==> config.mk <==
export PLATFORM = sky130hd
export DESIGN_NAME = sfc_isqrt
export DESIGN_NICKNAME = d
export VERILOG_FILES = /design/src/hdl/sfc_pkg.sv /design/src/hdl/sfc_isqrt.sv
export SDC_FILE = /design/constraint.sdc
export NUM_CORES = 2
export LEC_CHECK = 0
export BUFFER_PORTS_ARGS = -buffer_cell sky130_fd_sc_hd__buf_2
export CORE_ASPECT_RATIO = 1.25
export CORE_UTILIZATION = 55
export CTS_CLUSTER_DIAMETER = 80
export DETAILED_ROUTE_END_ITERATION = 8
export MAX_ROUTING_LAYER = met4
export PLACE_DENSITY_LB_ADDON = 0.3
export SLEW_MARGIN = 10
export SYNTH_ARGS = -nofsm -noshare
export SYNTH_HDL_FRONTEND = slang
export SYNTH_SLANG_ARGS = --single-unit
export TNS_END_PERCENT = 10
==> constraint.sdc <==
create_clock -name clock -period 5 [get_ports clock]
set_input_delay 0.75 -clock clock [delete_from_list [all_inputs] [get_ports clock]]
set_output_delay 0.75 -clock clock [all_outputs]
set_load 0.02 [all_outputs]
==> src/hdl/sfc_pkg.sv <==
package sfc_pkg;

   localparam int unsigned CoordW  = 20;
   localparam int unsigned RadiusW = 19;
   localparam int unsigned DistW   = 21;
   localparam int unsigned Dist2W  = 42;
   localparam int unsigned RootW   = 21;
   localparam int unsigned GapW    = 20;
   localparam int unsigned PlaneW  = 64;
   localparam int unsigned PSumW   = 40;
   localparam int unsigned NPlanes = 4;

   localparam logic [GapW-1:0] GapMax = '1;

   typedef enum logic [2:0] {
      REASON_NONE   = 3'd0,
      REASON_FAR    = 3'd1,
      REASON_NEAR   = 3'd2,
      REASON_LEFT   = 3'd3,
      REASON_RIGHT  = 3'd4,
      REASON_BOTTOM = 3'd5,
      REASON_TOP    = 3'd6
   } reason_type;

   typedef enum logic [2:0] {
      CSR_LEFT   = 3'd0,
      CSR_RIGHT  = 3'd1,
      CSR_BOTTOM = 3'd2,
      CSR_TOP    = 3'd3,
      CSR_EYE    = 3'd4,
      CSR_NEAR   = 3'd5,
      CSR_FAR    = 3'd6,
      CSR_NONE   = 3'd7
   } csr_index_type;

   localparam logic [GapW-1:0] FarReset = 20'd48000;

   // carried alongside the root through the sqrt pipe
   typedef struct packed {
      reason_type         reason;
      logic [DistW-1:0]   nr;
   } side_type;

endpackage

==> src/hdl/sfc_isqrt.sv <==
module sfc_isqrt import sfc_pkg::*; (
   input  logic               clock,
   input  logic               reset,
   input  logic               adv,
   input  logic               in_valid,
   input  logic [Dist2W-1:0]  in_dist2,
   input  side_type           in_side,
   output logic               out_valid,
   output logic [RootW-1:0]   out_root,
   output side_type           out_side
);

   // one root bit per stage, MSB first
   logic [Dist2W-1:0]  rem_ff   [0:RootW-1];
   logic [RootW-1:0]   root_ff  [0:RootW-1];
   side_type           side_ff  [0:RootW-1];
   logic               valid_ff [0:RootW-1];

   for (genvar k = 0; k < RootW; k++) begin : g_stage
      localparam int unsigned Bit = RootW - 1 - k;
      logic [Dist2W-1:0]  rem_prev;
      logic [RootW-1:0]   root_prev;
      side_type           side_prev;
      logic               valid_prev;
      logic [Dist2W:0]    trial;
      logic [Dist2W-1:0]  rem_in;
      logic [RootW-1:0]   root_in;

      if (k == 0) begin : g_first
         assign rem_prev   = in_dist2;
         assign root_prev  = '0;
         assign side_prev  = in_side;
         assign valid_prev = in_valid;
      end else begin : g_next
         assign rem_prev   = rem_ff[k-1];
         assign root_prev  = root_ff[k-1];
         assign side_prev  = side_ff[k-1];
         assign valid_prev = valid_ff[k-1];
      end

      always_comb begin
         trial = ({{(Dist2W+1-RootW){1'b0}}, root_prev} << (Bit + 1))
               | ((Dist2W+1)'(1) << (2 * Bit));
         if ({1'b0, rem_prev} >= trial) begin
            rem_in  = rem_prev - trial[Dist2W-1:0];
            root_in = root_prev | (RootW'(1) << Bit);
         end else begin
            rem_in  = rem_prev;
            root_in = root_prev;
         end
      end

      always_ff @(posedge clock) begin
         if (reset) begin
            valid_ff[k] <= 1'b0;
         end else if (adv) begin
            valid_ff[k] <= valid_prev;
         end
         if (adv) begin
            rem_ff[k]  <= rem_in;
            root_ff[k] <= root_in;
            side_ff[k] <= side_prev;
         end
      end
   end

   assign out_valid = valid_ff[RootW-1];
   assign out_root  = root_ff[RootW-1];
   assign out_side  = side_ff[RootW-1];

endmodule
Yosys cells after proc, flatten, opt, wreduce, memory -nomap -nowiden
Memory sizes are Yosys's and may differ from the RTL's.
Index checks and enable logic that the tools add are counted.
Operators by class
  add/subtract/negate cells: 21
  $lt $le $gt $ge: 21
  mux-type cells: 69
  bitwise logic cells: 21
Operators with widths (count)
  $mux W42: 21
  $ge A42 B22 Y1: 1
  $ge A42 B23 Y1: 1
  $ge A42 B24 Y1: 1
  $ge A42 B25 Y1: 1
  $ge A42 B26 Y1: 1
  $ge A42 B27 Y1: 1
  $ge A42 B28 Y1: 1
  $ge A42 B29 Y1: 1
  $ge A42 B30 Y1: 1
  $ge A42 B31 Y1: 1
  $ge A42 B32 Y1: 1
  $ge A42 B33 Y1: 1
  $ge A42 B34 Y1: 1
  $ge A42 B35 Y1: 1
  $ge A42 B36 Y1: 1
  $ge A42 B37 Y1: 1
  $ge A42 B38 Y1: 1
  $ge A42 B39 Y1: 1
  $ge A42 B40 Y1: 1
  $ge A42 B41 Y1: 1
  $ge A42 B41 Y1 const B: 1
  $sub A42 B22 Y42: 1
  $sub A42 B23 Y42: 1
  41 further kinds: 88
Storage, ports and cells
  bits in registers: 0
  RAM bits: 1848
  output and inout bits: 46
  word-level logic and storage cells: 136
  memories kept: 4
Memories
  rem_ff: words 21, bits a word 42, read ports 20, clocked after memory_dff 0, wr ports 21, RTL line sfc_isqrt.sv:14  | logic [Dist2W-1:0] rem_ff [0:RootW-1];
  side_ff: words 21, bits a word 24, read ports 21, clocked after memory_dff 0, wr ports 21, RTL line sfc_isqrt.sv:16  | side_type side_ff [0:RootW-1];
  root_ff: words 21, bits a word 21, read ports 21, clocked after memory_dff 0, wr ports 21, RTL line sfc_isqrt.sv:15  | logic [RootW-1:0] root_ff [0:RootW-1];
  valid_ff: words 21, bits a word 1, read ports 21, clocked after memory_dff 0, wr ports 21, RTL line sfc_isqrt.sv:17  | logic valid_ff [0:RootW-1];

Longest topological paths before layout
  depth after elaboration: 4
  depth in mapped cells: 13

Least setup slack after synthesis
No wires, ideal clock.
  path kind: flip-flop to flip-flop
  start: memory rem_ff[15][10], in the netlist rem_ff[3][136]
  end: memory rem_ff[16][31], in the netlist rem_ff[4][31], data pin
  arrival time: 2856 ps
  data required time: 4734 ps
  setup slack: 1878 ps
  stages on the path, launching flop included: 10
  path buffers: 0
  period minus slack after synthesis: 3122 ps
  path through: edfxtp_1 ha_1 or4b_1 nor4_2 nand4b_1 o311ai_4 o31ai_4 or4_4 nor4_4 xor2_1
RTL lines (RTL line)
  start, declared: sfc_isqrt.sv:14

==> metrics.cfg <==
[yosys]
syn_area_per_cell_um2=14.9
synth_top_family_by_area=simple AND/OR/NAND/NOR gates
synth.mux.area_fraction_pct=0.596
yosys_register_bits=1596
yosys_most_used_dff=edfxtp_1
ys_top_cells_by_area=edfxtp_1 (72%), ha_1 (4.7%), xor2_1 (2.3%)
synth-async-reset-ratio_pct=0
synth-simple-area-share_pct=9.11
yosys.area_share.adder_pct=4.65
postSynthCellCount=4488
synth.largest_area_cell=edfxtp_1
synth_compound_area_share_pct=7.10
post_synth_xor_area_fraction_pct=4.56
synth.yosys.seq_area_share_pct=71.8
netlist_area_um2=66700
synthesis.nets=4806
yosys.area.top_type_share_pct=71.8
synth.yosys.warnings=0
synth_edf_count=1596
synth_cell_types=88

[sta]
rsz_0062_raised_after_global_routing=false
fin_setup_tns_ns=0
fin_crit_ns=4.22
fin_worst_hold_slack_ns=0.116
achievable-frequency_mhz=237
drv_slew=0
max-slew-margin-rel_pct=20.4
max_slew.worst_pin.slew_ns=1.19
hold_viol_final=0
setup_viol=0
period_utilisation_layout_pct=84.4
final.setup_skew_ns=0.0460

[worst_setup_path]
r2r-start=rem_ff[3][16]
critPathLaunch=rem_ff[3][16]
reg2reg_depth=10
critical_path.endpoint_type=flop
critical_path_required_ns=5.53
crit_path_start_kind=flop
arrival_time_worst_endpoint_ns=4.75
cp_num_buf_inv=1
series_of_cell_instances_along_the_critical_path=ha_1 -> nor2b_1 -> o21a_1 -> o21ai_0 -> a211o_1 -> a221oi_1 -> nor2_1 -> inv_1 -> o211ai_1 -> xnor2_1
cpMaxStageDelayCell=nor2_1
worstPathMaxFanout=16
crit_family=compound AO/OA/AOI/OAI gates
critPathMaxStageDelay_ns=0.95
setup.worst_path.class=reg -> reg
critical_path_depth=10

[power_and_ir_drop]
total_power_mw=33.1
irDropWorstVdd_mv=0.434
power.density_cell_area_nw_per_um2=443
static-leakage-power_nw=27.4

[cells_and_area]
post_route_cells_drive_above_1_share_pct=9.45
finish.net_count=5047
syn_to_final_growth_pct=11.9
total_non_filler_cell_area_in_the_finished_layout_um2=74600
finalNonFillerCells=6443

[place]
dp.cells=6158
placed_cell_area_um2=69500
finalWeightedCongestion=0.981
detailedPlacementHpwl_um=84500
number_of_input_and_output_port_buffers_inserted=115

[clocking]
path_clk_slew_ns=0.07
insertion_delay_ns=0.79
cts_tree=yes
cts-root-buf=clkbuf_16
post-cts-setup-buffers=0
clk_path_buf_depth=3
cts_resized=0
total_of_hold_buffers_inserted_after_clock_tree_synthesis=0
cts-htree-levels=4
cts_buffers=153
clock_sinks=1596

[outcome]
outcome=completed

[grt]
grt_util_met3_pct=2.87
grt_start_max_net_pins=158
globalRoute.busiestLayer=met2
vias_in_the_first_global_route=37000
initial_antenna_violation_count=1
overall_fraction_of_global_route_tracks_in_use_pct=20.0
grt.met2_usage_pct=39.0
grtUsageMet1_pct=17.1
grt_overflow=0
grt_first_pass_wirelength_um=185000

[die]
rows=142
chipHeight_um=391
die_width_um=314
floorplan.die_area_um2=123000
io_pins=116
placeableCoreArea_um2=120000
initial_utilization_pct=55.5

[route]
drt_drc_violations_left=0
initialDrtViolationCount=2084
drt-total-wl_um=118000
drt_first_pass_iters=5
postRouteAntennaNets=0
vias_per_inst=5.57
detailroute.via_count=35900
routed_wire_length_per_instance_um=18.3

[min_path]
min-delay-path-class=in -> reg
hold_path.startpoint=in_dist2[21]
hold_depth=1

[flow_run]
max_cap_violations=0

cell usage after synthesis (18+ instances only):
cell type  count
a21oi_1      201
edfxtp_1    1596
inv_1        304
o31ai_1       27
nor3_1       106
o21a_1        60
and2_1        34
ha_1         248
nor2b_1       37
clkbuf_1      47
o21bai_1      19
nor2_1       242
nor4b_1       18
and3_1        24
or3_1         38
nand2b_1      33
nand2_1      234
nand3_1       70
xor2_1       176
a21o_1        73
or4_1         36
a211oi_1      26
nand4_1       51
o21ai_0      192
nor4_1       125
xnor2_1      171
mux2_2        26
per-layer routing:
layer	vias up	share of wire, %
met3	349	3.0
met2	752	58
met5	-	0
met1	17300	33
met4	0	6.3
li1	17500	-
metrics by stage:
stage	util (%)	worst slack [ns]
6_report	62.1	0.781
5_1_grt	62.1	0.627
4_1_cts	62.1	0.912
3_5_place_dp	57.9	0.932
3_3_place_gp	57.9	0.681
2_1_floorplan	-	1.88
sequential cells by signal, summed over array words and instances, names as in the netlist:
signal	count
side_ff	504
rem_ff	840
root_ff	231
valid_ff	21
cells in the final DEF (no fill, tap or decap), drive strengths merged, types with 29 or more instances in the layout:
master | netlist | layout
nand2 | 234 | 234
clkinv | 0 | 78
nor2b | 37 | 37
o21ai | 207 | 207
xnor2 | 171 | 171
xor2 | 176 | 176
clkbuf | 47 | 179
nand4 | 51 | 51
inv | 306 | 312
o31ai | 29 | 29
and2 | 34 | 34
o21a | 60 | 60
or4 | 39 | 39
nor3 | 109 | 109
buf | 21 | 154
nor2 | 243 | 243
mux2 | 30 | 30
a21oi | 201 | 201
nand3 | 70 | 70
ha | 248 | 248
nand2b | 33 | 33
nor4 | 133 | 133
a21o | 73 | 73
or3 | 38 | 38
edfxtp | 1596 | 1596
path summary, 6_finish.rpt:
kind | to | slack, ns
max | rem_ff[3][78] | 0.78
min | rem_ff[0][21] | 0.12
max reg2reg | rem_ff[3][78] | 0.78
min reg2reg | side_ff[1][30] | 0.40
cell type report:
type	instances	area, µm²
Sequential cell	1596	47900
Fill cell	8767	45500
Multi-Input combinational cell	2518	17400
Clock buffer	179	3930
Tap cell	1584	1980
Clock inverter	105	1190
Inverter	306	1150
Timing Repair Buffer	154	1060
Antenna cell	1	2.50
power by group:
group          switching, mW  internal [mW]
clock                   4.96           6.55
sequential             0.876           16.4
combinational           2.49           1.79
cells by family after synthesis:
kind of cell / count (synthesis)
xor gates and xnor gates: 347
buffers and inverters: 374
adders and majority gates: 248
and+or+nand+nor: 1141
AOI/OAI and AO/OA: 746
muxes: 36
DFF: 1596
No activity file was read; power rests on OpenSTA's default activity.
